File: config.mk
export PLATFORM = sky130hd
export DESIGN_NAME = unlock_relay_jitter_timer
export DESIGN_NICKNAME = d
export VERILOG_FILES = /design/src/design/urjt_pkg.sv /design/src/design/unlock_relay_jitter_timer.sv /design/src/design/urjt_ctrl.sv /design/src/design/urjt_datapath.sv
export SDC_FILE = /design/constraint.sdc
export NUM_CORES = 1
export LEC_CHECK = 0
export CORE_ASPECT_RATIO = 2
export CORE_MARGIN = 2
export CORE_UTILIZATION = 55
export DETAILED_ROUTE_END_ITERATION = 16
export DONT_BUFFER_PORTS = 1
export GPL_TIMING_DRIVEN = 0
export PLACE_DENSITY = 0.69
export SYNTH_ARGS = -nofsm -noshare
export SYNTH_HDL_FRONTEND = slang
export SYNTH_HIERARCHICAL = 1
export SYNTH_SLANG_ARGS = --single-unit
File: constraint.sdc
create_clock -name i_clk -period 8.9 [get_ports i_clk]
set_input_delay 1.335 -clock i_clk [delete_from_list [all_inputs] [get_ports i_clk]]
set_output_delay 1.335 -clock i_clk [all_outputs]
set_load 0.05 [all_outputs]
File: src/design/urjt_pkg.sv
`default_nettype none
// ----------------------------------------------------------------------------
// urjt_pkg
// Shared constants and controller/datapath interface types for the unlock
// relay jitter timer.
// ----------------------------------------------------------------------------
package urjt_pkg;

    localparam int PERIOD_W  = 19;
    localparam int HALF_W    = 16;
    localparam int RANGE_W   = HALF_W + 1;
    localparam int COUNT_W   = 20;
    localparam int QUIET_W   = 17;
    localparam int WORD_W    = 32;
    localparam int STEP_W    = $clog2(WORD_W);
    localparam int CFG_IDX_W = 1;

    localparam logic [COUNT_W-1:0]   ONE_SECOND_US = COUNT_W'(1000000);
    localparam logic [PERIOD_W-1:0]  PERIOD_RESET  = PERIOD_W'(20000);
    localparam logic [HALF_W-1:0]    HALF_RESET    = HALF_W'(100);
    localparam logic [STEP_W-1:0]    STEP_LAST     = STEP_W'(WORD_W - 1);

    localparam logic [CFG_IDX_W-1:0] REG_PERIOD_US       = CFG_IDX_W'(0);
    localparam logic [CFG_IDX_W-1:0] REG_BACKOFF_HALF_US = CFG_IDX_W'(1);

    localparam logic ACTION_TICK = 1'b0;
    localparam logic ACTION_EDGE = 1'b1;

    // Commands from the controller to the datapath.
    typedef struct packed {
        logic load_in;     // capture the input beat and clear the remainders
        logic div_step;    // one restoring-division bit on both lanes
        logic commit;      // apply the state update and load the result
        logic edge_taken;  // the pending edge passed the holdoff check
    } t_urjt_cmd;

    // Status from the datapath to the controller.
    typedef struct packed {
        logic is_edge;     // captured beat is a falling edge
        logic edge_ok;     // holdoff check passes for the current state
    } t_urjt_status;

endpackage

`default_nettype wire

File: src/design/unlock_relay_jitter_timer.sv
`default_nettype none
// ----------------------------------------------------------------------------
// unlock_relay_jitter_timer
// Relays the network unlock pulse and schedules the next own pulse with a
// random jitter and force-quiet backoff.
// ----------------------------------------------------------------------------
// Usage:
//   s_axis carries one item per beat: tuser is the action (0 = one
//   microsecond tick, 1 = falling edge of the unlock input), tdata holds the
//   two raw random words. m_axis returns one result beat per item with the
//   unlock pulse, force-quiet and edge-accepted flags.
//   The config channel writes period_us (index 0) or backoff_half_us
//   (index 1); write only while no item is in flight.
// Timing:
//   The block works on one item at a time. A tick or an ignored edge passes
//   through the evaluate and commit states before the next ready; an accepted
//   edge also runs the bit-serial modulo that reduces both random words by
//   twice the half range before its commit.
//   The result sits in an output register; the next item is taken while it
//   waits. If the receiver stalls, the following item finishes its work and
//   holds in commit until the register frees up.
//   Synchronous reset restores the register defaults and timer state.
// ----------------------------------------------------------------------------
module unlock_relay_jitter_timer (
    input  wire                                 i_clk,
    input  wire                                 i_rst_n,
    // Config write channel
    input  wire                                 i_cfg_valid,
    output logic                                o_cfg_ready,
    input  wire  [urjt_pkg::CFG_IDX_W-1:0]      i_cfg_index,
    input  wire  [urjt_pkg::PERIOD_W-1:0]       i_cfg_data,
    // Input stream
    input  wire                                 s_axis_tvalid,
    output logic                                s_axis_tready,
    input  wire  [2*urjt_pkg::WORD_W-1:0]       s_axis_tdata,  // random_jitter, random_backoff
    input  wire                                 s_axis_tuser,  // action
    // Result stream
    output logic                                m_axis_tvalid,
    input  wire                                 m_axis_tready,
    output logic [7:0]                          m_axis_tdata   // unlock_pulse, force_quiet,
                                                               // edge_accepted, zero fill
);

    urjt_pkg::t_urjt_cmd    cmd;
    urjt_pkg::t_urjt_status status;

    assign o_cfg_ready = 1'b1;

    urjt_ctrl u_ctrl (
        .i_clk         (i_clk),
        .i_rst_n       (i_rst_n),
        .s_axis_tvalid (s_axis_tvalid),
        .s_axis_tready (s_axis_tready),
        .m_axis_tvalid (m_axis_tvalid),
        .m_axis_tready (m_axis_tready),
        .i_status      (status),
        .o_cmd         (cmd)
    );

    urjt_datapath u_datapath (
        .i_clk       (i_clk),
        .i_rst_n     (i_rst_n),
        .i_cfg_valid (i_cfg_valid),
        .i_cfg_index (i_cfg_index),
        .i_cfg_data  (i_cfg_data),
        .i_action    (s_axis_tuser),
        .i_words     (s_axis_tdata),
        .i_cmd       (cmd),
        .o_status    (status),
        .o_result    (m_axis_tdata)
    );

endmodule

`default_nettype wire

File: src/design/urjt_ctrl.sv
`default_nettype none
// ----------------------------------------------------------------------------
// urjt_ctrl
// Sequencer: takes one input beat, runs the 32-step modulo for accepted
// edges, and commits the result into the output register when it is free.
// ----------------------------------------------------------------------------
module urjt_ctrl (
    input  wire                 i_clk,
    input  wire                 i_rst_n,
    input  wire                 s_axis_tvalid,
    output logic                s_axis_tready,
    output logic                m_axis_tvalid,
    input  wire                 m_axis_tready,
    input  urjt_pkg::t_urjt_status i_status,
    output urjt_pkg::t_urjt_cmd    o_cmd
);

    typedef enum logic [1:0] {
        ST_IDLE,
        ST_EVAL,
        ST_DIV,
        ST_COMMIT
    } t_state;

    t_state                         r_state;
    t_state                         n_state;
    logic                           r_out_valid;
    logic                           n_out_valid;
    logic                           r_edge_taken;
    logic                           n_edge_taken;
    logic [urjt_pkg::STEP_W-1:0]    r_step;
    logic [urjt_pkg::STEP_W-1:0]    n_step;
    logic                           out_free;
    logic                           commit;

    assign out_free = !r_out_valid || m_axis_tready;
    assign commit   = (r_state == ST_COMMIT) && out_free;

    always_comb begin
        n_state      = r_state;
        n_edge_taken = r_edge_taken;
        n_step       = r_step;
        case (r_state)
            ST_IDLE: begin
                if (s_axis_tvalid) begin
                    n_state = ST_EVAL;
                end
            end
            ST_EVAL: begin
                n_edge_taken = i_status.is_edge && i_status.edge_ok;
                if (i_status.is_edge && i_status.edge_ok) begin
                    n_state = ST_DIV;
                end else begin
                    n_state = ST_COMMIT;
                end
            end
            ST_DIV: begin
                if (r_step == urjt_pkg::STEP_LAST) begin
                    n_step  = '0;
                    n_state = ST_COMMIT;
                end else begin
                    n_step = r_step + 1'b1;
                end
            end
            ST_COMMIT: begin
                if (out_free) begin
                    n_state = ST_IDLE;
                end
            end
            default: begin
                n_state = ST_IDLE;
            end
        endcase

        if (commit) begin
            n_out_valid = 1'b1;
        end else if (m_axis_tready) begin
            n_out_valid = 1'b0;
        end else begin
            n_out_valid = r_out_valid;
        end
    end

    always_ff @(posedge i_clk) begin
        if (!i_rst_n) begin
            r_state      <= ST_IDLE;
            r_out_valid  <= 1'b0;
            r_edge_taken <= 1'b0;
            r_step       <= '0;
        end else begin
            r_state      <= n_state;
            r_out_valid  <= n_out_valid;
            r_edge_taken <= n_edge_taken;
            r_step       <= n_step;
        end
    end

    assign s_axis_tready    = (r_state == ST_IDLE);
    assign m_axis_tvalid    = r_out_valid;
    assign o_cmd.load_in    = s_axis_tvalid && (r_state == ST_IDLE);
    assign o_cmd.div_step   = (r_state == ST_DIV);
    assign o_cmd.commit     = commit;
    assign o_cmd.edge_taken = r_edge_taken;

    // A result is never loaded over one that has not been taken.
    a_no_overwrite: assert property (@(posedge i_clk) disable iff (!i_rst_n)
        commit |-> (!r_out_valid || m_axis_tready))
        else $error("result committed over an untaken beat");

    // Only one item is in flight: an accepted beat closes the input side.
    a_one_in_flight: assert property (@(posedge i_clk) disable iff (!i_rst_n)
        (s_axis_tvalid && s_axis_tready) |=> !s_axis_tready)
        else $error("input accepted while an item is in flight");

    // The step counter only runs during the modulo.
    a_step_idle: assert property (@(posedge i_clk) disable iff (!i_rst_n)
        (r_state != ST_DIV) |-> (r_step == '0))
        else $error("step counter running outside the modulo");

    // A new result appears only after a commit.
    a_valid_source: assert property (@(posedge i_clk) disable iff (!i_rst_n)
        $rose(r_out_valid) |-> $past(commit))
        else $error("output valid rose without a commit");

    // Ticks and ignored edges never run the modulo.
    a_div_edge_only: assert property (@(posedge i_clk) disable iff (!i_rst_n)
        (r_state == ST_DIV) |-> r_edge_taken)
        else $error("modulo running for an item that is not an accepted edge");

endmodule

`default_nettype wire

File: src/design/urjt_datapath.sv
`default_nettype none
// ----------------------------------------------------------------------------
// urjt_datapath
// Configuration registers, timer state, two restoring-modulo lanes for the
// jitter and backoff words, and the result register.
// ----------------------------------------------------------------------------
module urjt_datapath (
    input  wire                                 i_clk,
    input  wire                                 i_rst_n,
    input  wire                                 i_cfg_valid,
    input  wire  [urjt_pkg::CFG_IDX_W-1:0]      i_cfg_index,
    input  wire  [urjt_pkg::PERIOD_W-1:0]       i_cfg_data,
    input  wire                                 i_action,
    input  wire  [2*urjt_pkg::WORD_W-1:0]       i_words,
    input  urjt_pkg::t_urjt_cmd                 i_cmd,
    output urjt_pkg::t_urjt_status              o_status,
    output logic [7:0]                          o_result
);

    localparam int PW = urjt_pkg::PERIOD_W;
    localparam int CW = urjt_pkg::COUNT_W;
    localparam int QW = urjt_pkg::QUIET_W;
    localparam int RW = urjt_pkg::RANGE_W;
    localparam int WW = urjt_pkg::WORD_W;

    // Configuration
    logic [PW-1:0]              r_period;
    logic [urjt_pkg::HALF_W-1:0] r_half;

    // Timer state
    logic [CW-1:0]  r_since;
    logic [CW-1:0]  n_since;
    logic [CW-1:0]  r_prior;
    logic [CW-1:0]  n_prior;
    logic [CW-1:0]  r_fire_cd;
    logic [CW-1:0]  n_fire_cd;
    logic           r_fire_armed;
    logic           n_fire_armed;
    logic [QW-1:0]  r_quiet;
    logic [QW-1:0]  n_quiet;

    // Item capture and modulo lanes
    logic           r_action;
    logic [WW-1:0]  r_word_j;
    logic [WW-1:0]  r_word_b;
    logic [RW-1:0]  r_rem_j;
    logic [RW-1:0]  r_rem_b;
    logic [RW:0]    shift_j;
    logic [RW:0]    shift_b;
    logic [RW:0]    range_ext;
    logic [RW-1:0]  range;

    logic [2:0]     r_result;
    logic           pulse;

    logic [RW-1:0]  jitter;
    logic [RW-1:0]  backoff;
    logic [CW-1:0]  delay;
    logic           stretch;

    assign range     = {r_half, 1'b0};
    assign range_ext = {1'b0, range};
    assign shift_j   = {r_rem_j, r_word_j[WW-1]};
    assign shift_b   = {r_rem_b, r_word_b[WW-1]};

    // An empty range yields zero for both draws.
    assign jitter  = (r_half == '0) ? '0 : r_rem_j;
    assign backoff = (r_half == '0) ? '0 : r_rem_b;

    assign o_status.is_edge = (r_action == urjt_pkg::ACTION_EDGE);
    assign o_status.edge_ok = (r_since >= urjt_pkg::ONE_SECOND_US) ||
                              ({r_since, 1'b0} >= {{(CW+1-PW){1'b0}}, r_period});

    // Stretch the period when the last interval was short or very long,
    // otherwise shrink it.
    assign stretch = (r_prior >= urjt_pkg::ONE_SECOND_US) ||
                     (r_prior <= CW'(r_period));

    always_comb begin
        if (stretch) begin
            delay = CW'(r_period) + CW'(jitter);
        end else if (CW'(r_period) > CW'(jitter)) begin
            delay = CW'(r_period) - CW'(jitter);
        end else begin
            delay = '0;
        end
    end

    always_comb begin
        n_since      = r_since;
        n_prior      = r_prior;
        n_fire_cd    = r_fire_cd;
        n_fire_armed = r_fire_armed;
        n_quiet      = r_quiet;
        pulse        = 1'b0;
        if (r_action == urjt_pkg::ACTION_TICK) begin
            if (r_since < urjt_pkg::ONE_SECOND_US) begin
                n_since = r_since + 1'b1;
            end
            if (r_quiet != '0) begin
                n_quiet = r_quiet - 1'b1;
            end
            if (r_fire_armed) begin
                if (r_fire_cd <= CW'(1)) begin
                    pulse        = 1'b1;
                    n_fire_armed = 1'b0;
                    n_fire_cd    = '0;
                end else begin
                    n_fire_cd = r_fire_cd - 1'b1;
                end
            end
        end else if (i_cmd.edge_taken) begin
            n_fire_cd    = (delay > CW'(backoff)) ? delay : CW'(backoff);
            n_fire_armed = 1'b1;
            n_quiet      = backoff;
            n_prior      = r_since;
            n_since      = '0;
            pulse        = 1'b1;
        end
    end

    always_ff @(posedge i_clk) begin
        if (!i_rst_n) begin
            r_period     <= urjt_pkg::PERIOD_RESET;
            r_half       <= urjt_pkg::HALF_RESET;
            r_since      <= '0;
            r_prior      <= urjt_pkg::ONE_SECOND_US;
            r_fire_cd    <= CW'(urjt_pkg::PERIOD_RESET);
            r_fire_armed <= 1'b1;
            r_quiet      <= '0;
        end else begin
            if (i_cfg_valid) begin
                case (i_cfg_index)
                    urjt_pkg::REG_PERIOD_US: begin
                        r_period <= i_cfg_data;
                    end
                    urjt_pkg::REG_BACKOFF_HALF_US: begin
                        r_half <= i_cfg_data[urjt_pkg::HALF_W-1:0];
                    end
                    default: begin
                        r_period <= r_period;
                    end
                endcase
            end
            if (i_cmd.commit) begin
                r_since      <= n_since;
                r_prior      <= n_prior;
                r_fire_cd    <= n_fire_cd;
                r_fire_armed <= n_fire_armed;
                r_quiet      <= n_quiet;
            end
        end
    end

    // Payload registers: no reset needed.
    always_ff @(posedge i_clk) begin
        if (i_cmd.load_in) begin
            r_action <= i_action;
            r_word_j <= i_words[WW-1:0];
            r_word_b <= i_words[2*WW-1:WW];
            r_rem_j  <= '0;
            r_rem_b  <= '0;
        end else if (i_cmd.div_step) begin
            r_word_j <= {r_word_j[WW-2:0], 1'b0};
            r_word_b <= {r_word_b[WW-2:0], 1'b0};
            r_rem_j  <= (shift_j >= range_ext) ? RW'(shift_j - range_ext) : RW'(shift_j);
            r_rem_b  <= (shift_b >= range_ext) ? RW'(shift_b - range_ext) : RW'(shift_b);
        end
        if (i_cmd.commit) begin
            r_result <= {i_cmd.edge_taken && (r_action == urjt_pkg::ACTION_EDGE),
                         (n_quiet != '0), pulse};
        end
    end

    assign o_result = {5'b0, r_result};

endmodule

`default_nettype wire
==> impl_metrics.json <==
{
  "final_core_util_pct": 60.7,
  "dieArea_um2": 28900,
  "cts_htree_levels": 1,
  "hold_path_class": "reg -> reg",
  "fp.dieW_um": 121,
  "post_cts_buffers": 0,
  "yosys_warnings": 6,
  "comb_power_share_pct": 53.8,
  "finalSetupViolCount": 0,
  "p_per_area_nw_per_um2": 349,
  "finalMaxSlewViolations": 0,
  "cap_violations": 0,
  "globalRouteOverflowTotal": 0,
  "synth_enable_flop_cells": 68,
  "drt-met1-wl_um": 15700,
  "ys_ff_latch": 224,
  "hold_viol": 0,
  "place_congestion": 1.03,
  "pre_cts_slack_ns": 0.467,
  "avgRoutedWirePerCell_um": 23.0,
  "cts_root_buffer": "clkbuf_16",
  "cts_tree": "done",
  "status": "completed",
  "arrival_ns": 9.29,
  "cts_buffers": 22,
  "critPathCaptureType": "register",
  "p_int_uw": 3240,
  "clock.fmax_ghz": 0.113,
  "grt_pass1_vias": 13800,
  "dr.max_layer_used": "met4",
  "syn_inst": 1784,
  "clockBufferDepth": 3,
  "power.share.switching_pct": 43.2,
  "setup_tns_ns": 0,
  "met2_length_um": 25600,
  "seq_power_share_pct": 27.6,
  "min_period_ns": 8.81,
  "rsz0062_at_grt": "no",
  "ys_types": 82,
  "place.port_buffers": 0,
  "final_antenna_net_count": 0,
  "critPathKind": "reg -> reg",
  "clockPowerShare_pct": 18.5,
  "grt_pass1_wl_um": 75100,
  "clk_latency_ns": 0.54,
  "skew_ns": 0.0196,
  "worst_pin_slew_ns": 1.34,
  "synthArstFlopShare_pct": 0,
  "firstDrtPassIters": 5,
  "diodes": 0,
  "antenna_found_initial": 0,
  "die_height_um": 238,
  "area_delta_synth_final_pct": 8.58,
  "clock-sinks": 224,
  "grt_max_degree": 39,
  "hold_ws_ns": 0.465,
  "dr_wl_met3_um": 2750,
  "start_kind": "register",
  "cts_resized": 0,
  "core_um2": 27000,
  "drc": 0,
  "p_total_uw": 5710,
  "synth_area_per_cell_um2": 8.46,
  "std_cell_rows": 85,
  "hpwl_um": 40300,
  "vias": 13700,
  "start_util_pct": 55.9,
  "grt_usage_pct": 34.3,
  "fin_crit_sh_pct": 99.0,
  "finalWirelength_um": 50200,
  "critPathMaxFanout": 10,
  "fin_nets": 2039,
  "switchingPower_uw": 2470,
  "detail_route.vias_per_cell": 6.29,
  "vdd_ir_drop_max_uv": 284,
  "ios": 101,
  "seq_area_frac_synth_pct": 34.2,
  "netlist_area_um2": 15100,
  "critPathRequiredTime_ns": 9.38,
  "p_leak_uw": 0.00650,
  "clk_transition_reported_paths_ns": 0.07,
  "relSlewSlack_pct": 8.29,
  "drive_above_1_share_pct": 7.60,
  "synth_ff_type": "dfxtp_1",
  "cts_hold_buffers": 0,
  "timing.final.ws_setup_ns": 0.0882,
  "drt_iter0_drc": 903
}
==> final timing paths <==
| check | startpoint | end | slack [ns] | cells past startpoint |
|---|---|---|---|---|
| worst max-delay path | u_datapath/r_half[1]$_SDFFE_PN0P_ | u_datapath/r_fire_cd[0]$_SDFFE_PN0P_ | 0.09 | 23 |
| worst min-delay path | u_datapath/r_prior[0]$_SDFFE_PN0P_ | u_datapath/r_prior[0]$_SDFFE_PN0P_ | 0.47 | 2 |
| worst max register to register | u_datapath/r_half[1]$_SDFFE_PN0P_ | u_datapath/r_fire_cd[0]$_SDFFE_PN0P_ | 0.09 | 23 |
| worst min register to register | u_datapath/r_prior[0]$_SDFFE_PN0P_ | u_datapath/r_prior[0]$_SDFFE_PN0P_ | 0.47 | 2 |
==> metrics by stage <==
step           area, µm²  instances
3_5_place_dp       15600       2137
5_1_grt            16400       2177
2_1_floorplan      15100       1788
6_report           16400       2177
4_1_cts            16400       2177
3_3_place_gp       15500       2136
==> power groups by stage <==
stage	clock network (µW)	logic, µW	registers (µW)
after floorplan	0	2300	1510
after global routing	1110	3370	1600
final	1060	3080	1580
after global placement	0	2940	1600
after CTS	1080	3030	1580
after detailed placement	0	3020	1590
==> metal layers <==
metal / track usage [%] / vias up
met3: 5.95 / 235
met1: 30.3 / 6483
met5: 0 / -
met4: 33.8 / 0
li1: - / 6477
met2: 62.5 / 502
==> critical path: stages (launching register included) <==
cell and delay [ns]:
dfxtp_1 0.51, nor4_1 0.09, nand4_1 0.57, clkbuf_1 0.52, buf_1 0.45, nand2_1 0.18
ha_1 0.31, clkbuf_1 0.33, and3_1 0.37, nand4_1 0.28, a211o_1 0.39, a31oi_1 0.80
nor2_1 0.45, a22o_1 0.29, o21ai_0 0.37, inv_1 0.09, ha_1 0.29, nand2_1 0.06
or2_2 0.34, nor4_1 0.55, a22oi_1 0.29, nor4_4 0.56, mux2i_1 0.41, o221a_2 0.25
==> final cells by class <==
cell class | instances | area, µm²
Buffer | 96 | 425
Inverter | 108 | 405
Multi-Input combinational cell | 1360 | 9120
Clock buffer | 34 | 721
Timing Repair Buffer | 1 | 20.0
Clock inverter | 6 | 104
Tap cell | 348 | 435
Sequential cell | 224 | 5160
Fill cell | 2484 | 10600
==> flip-flops by register name, indices dropped and copies added, names as in the netlist, 2 cells and up <==
register	cells
u_ctrl/r_state	2
u_ctrl/r_step	5
u_datapath/r_fire_cd	20
u_datapath/r_half	16
u_datapath/r_period	19
u_datapath/r_prior	20
u_datapath/r_quiet	17
u_datapath/r_rem_b	17
u_datapath/r_rem_j	17
u_datapath/r_result	3
u_datapath/r_since	20
u_datapath/r_word_b	32
u_datapath/r_word_j	32
==> Yosys cell counts, types with 7 or more instances <==
| library cell | instances | area, µm² |
|---|---|---|
| a211oi_1 | 32 | 240 |
| a21o_1 | 24 | 180 |
| a21oi_1 | 156 | 781 |
| a22oi_1 | 12 | 90.1 |
| a31oi_1 | 12 | 75.1 |
| and2_1 | 16 | 100 |
| and3_1 | 18 | 113 |
| and4_1 | 7 | 61.3 |
| buf_1 | 8 | 30.0 |
| buf_4 | 12 | 90.1 |
| clkbuf_1 | 70 | 263 |
| dfxtp_1 | 156 | 3120 |
| edfxtp_1 | 68 | 2040 |
| ha_1 | 132 | 1650 |
| inv_1 | 107 | 402 |
| mux2_2 | 66 | 743 |
| mux2i_1 | 34 | 340 |
| nand2_1 | 215 | 807 |
| nand2b_1 | 20 | 125 |
| nand3_1 | 37 | 185 |
| nand4_1 | 20 | 125 |
| nor2_1 | 152 | 571 |
| nor2b_1 | 19 | 119 |
| nor3_1 | 36 | 180 |
| nor4_1 | 25 | 156 |
| o211ai_1 | 16 | 120 |
| o21a_1 | 21 | 158 |
| o21ai_0 | 79 | 395 |
| o21bai_1 | 9 | 67.6 |
| o22ai_1 | 8 | 50.1 |
| o31a_1 | 7 | 61.3 |
| o31ai_1 | 13 | 97.6 |
| or3_1 | 12 | 75.1 |
| xnor2_1 | 22 | 193 |
| xor2_1 | 24 | 210 |
==> kinds of logic after synthesis <==
| family | share of synthesized area (%) |
|---|---|
| adder cells (fa/ha/maj) | 11.5 |
| AO/OA/AOI/OAI | 19.7 |
| flip-flops | 34.2 |
| multiplexers | 7.33 |
| other | 0.0497 |
| AND/OR/NAND/NOR | 19.1 |
| XOR/XNOR | 2.67 |
| buffers and inverters | 5.50 |
==> placed cells by master (no fill, tap or decap), drive strengths merged, types with 26 or more instances in the layout <==
master  count
a21oi     157
mux2i      34
a211oi     33
nor2      152
buf        27
nor4       26
nand3      37
nor3       36
o21ai      80
edfxtp     68
inv       109
dfxtp     156
nand2     215
mux2       68
ha        132
clkbuf    104
No activity file was read; power rests on OpenSTA's default activity.
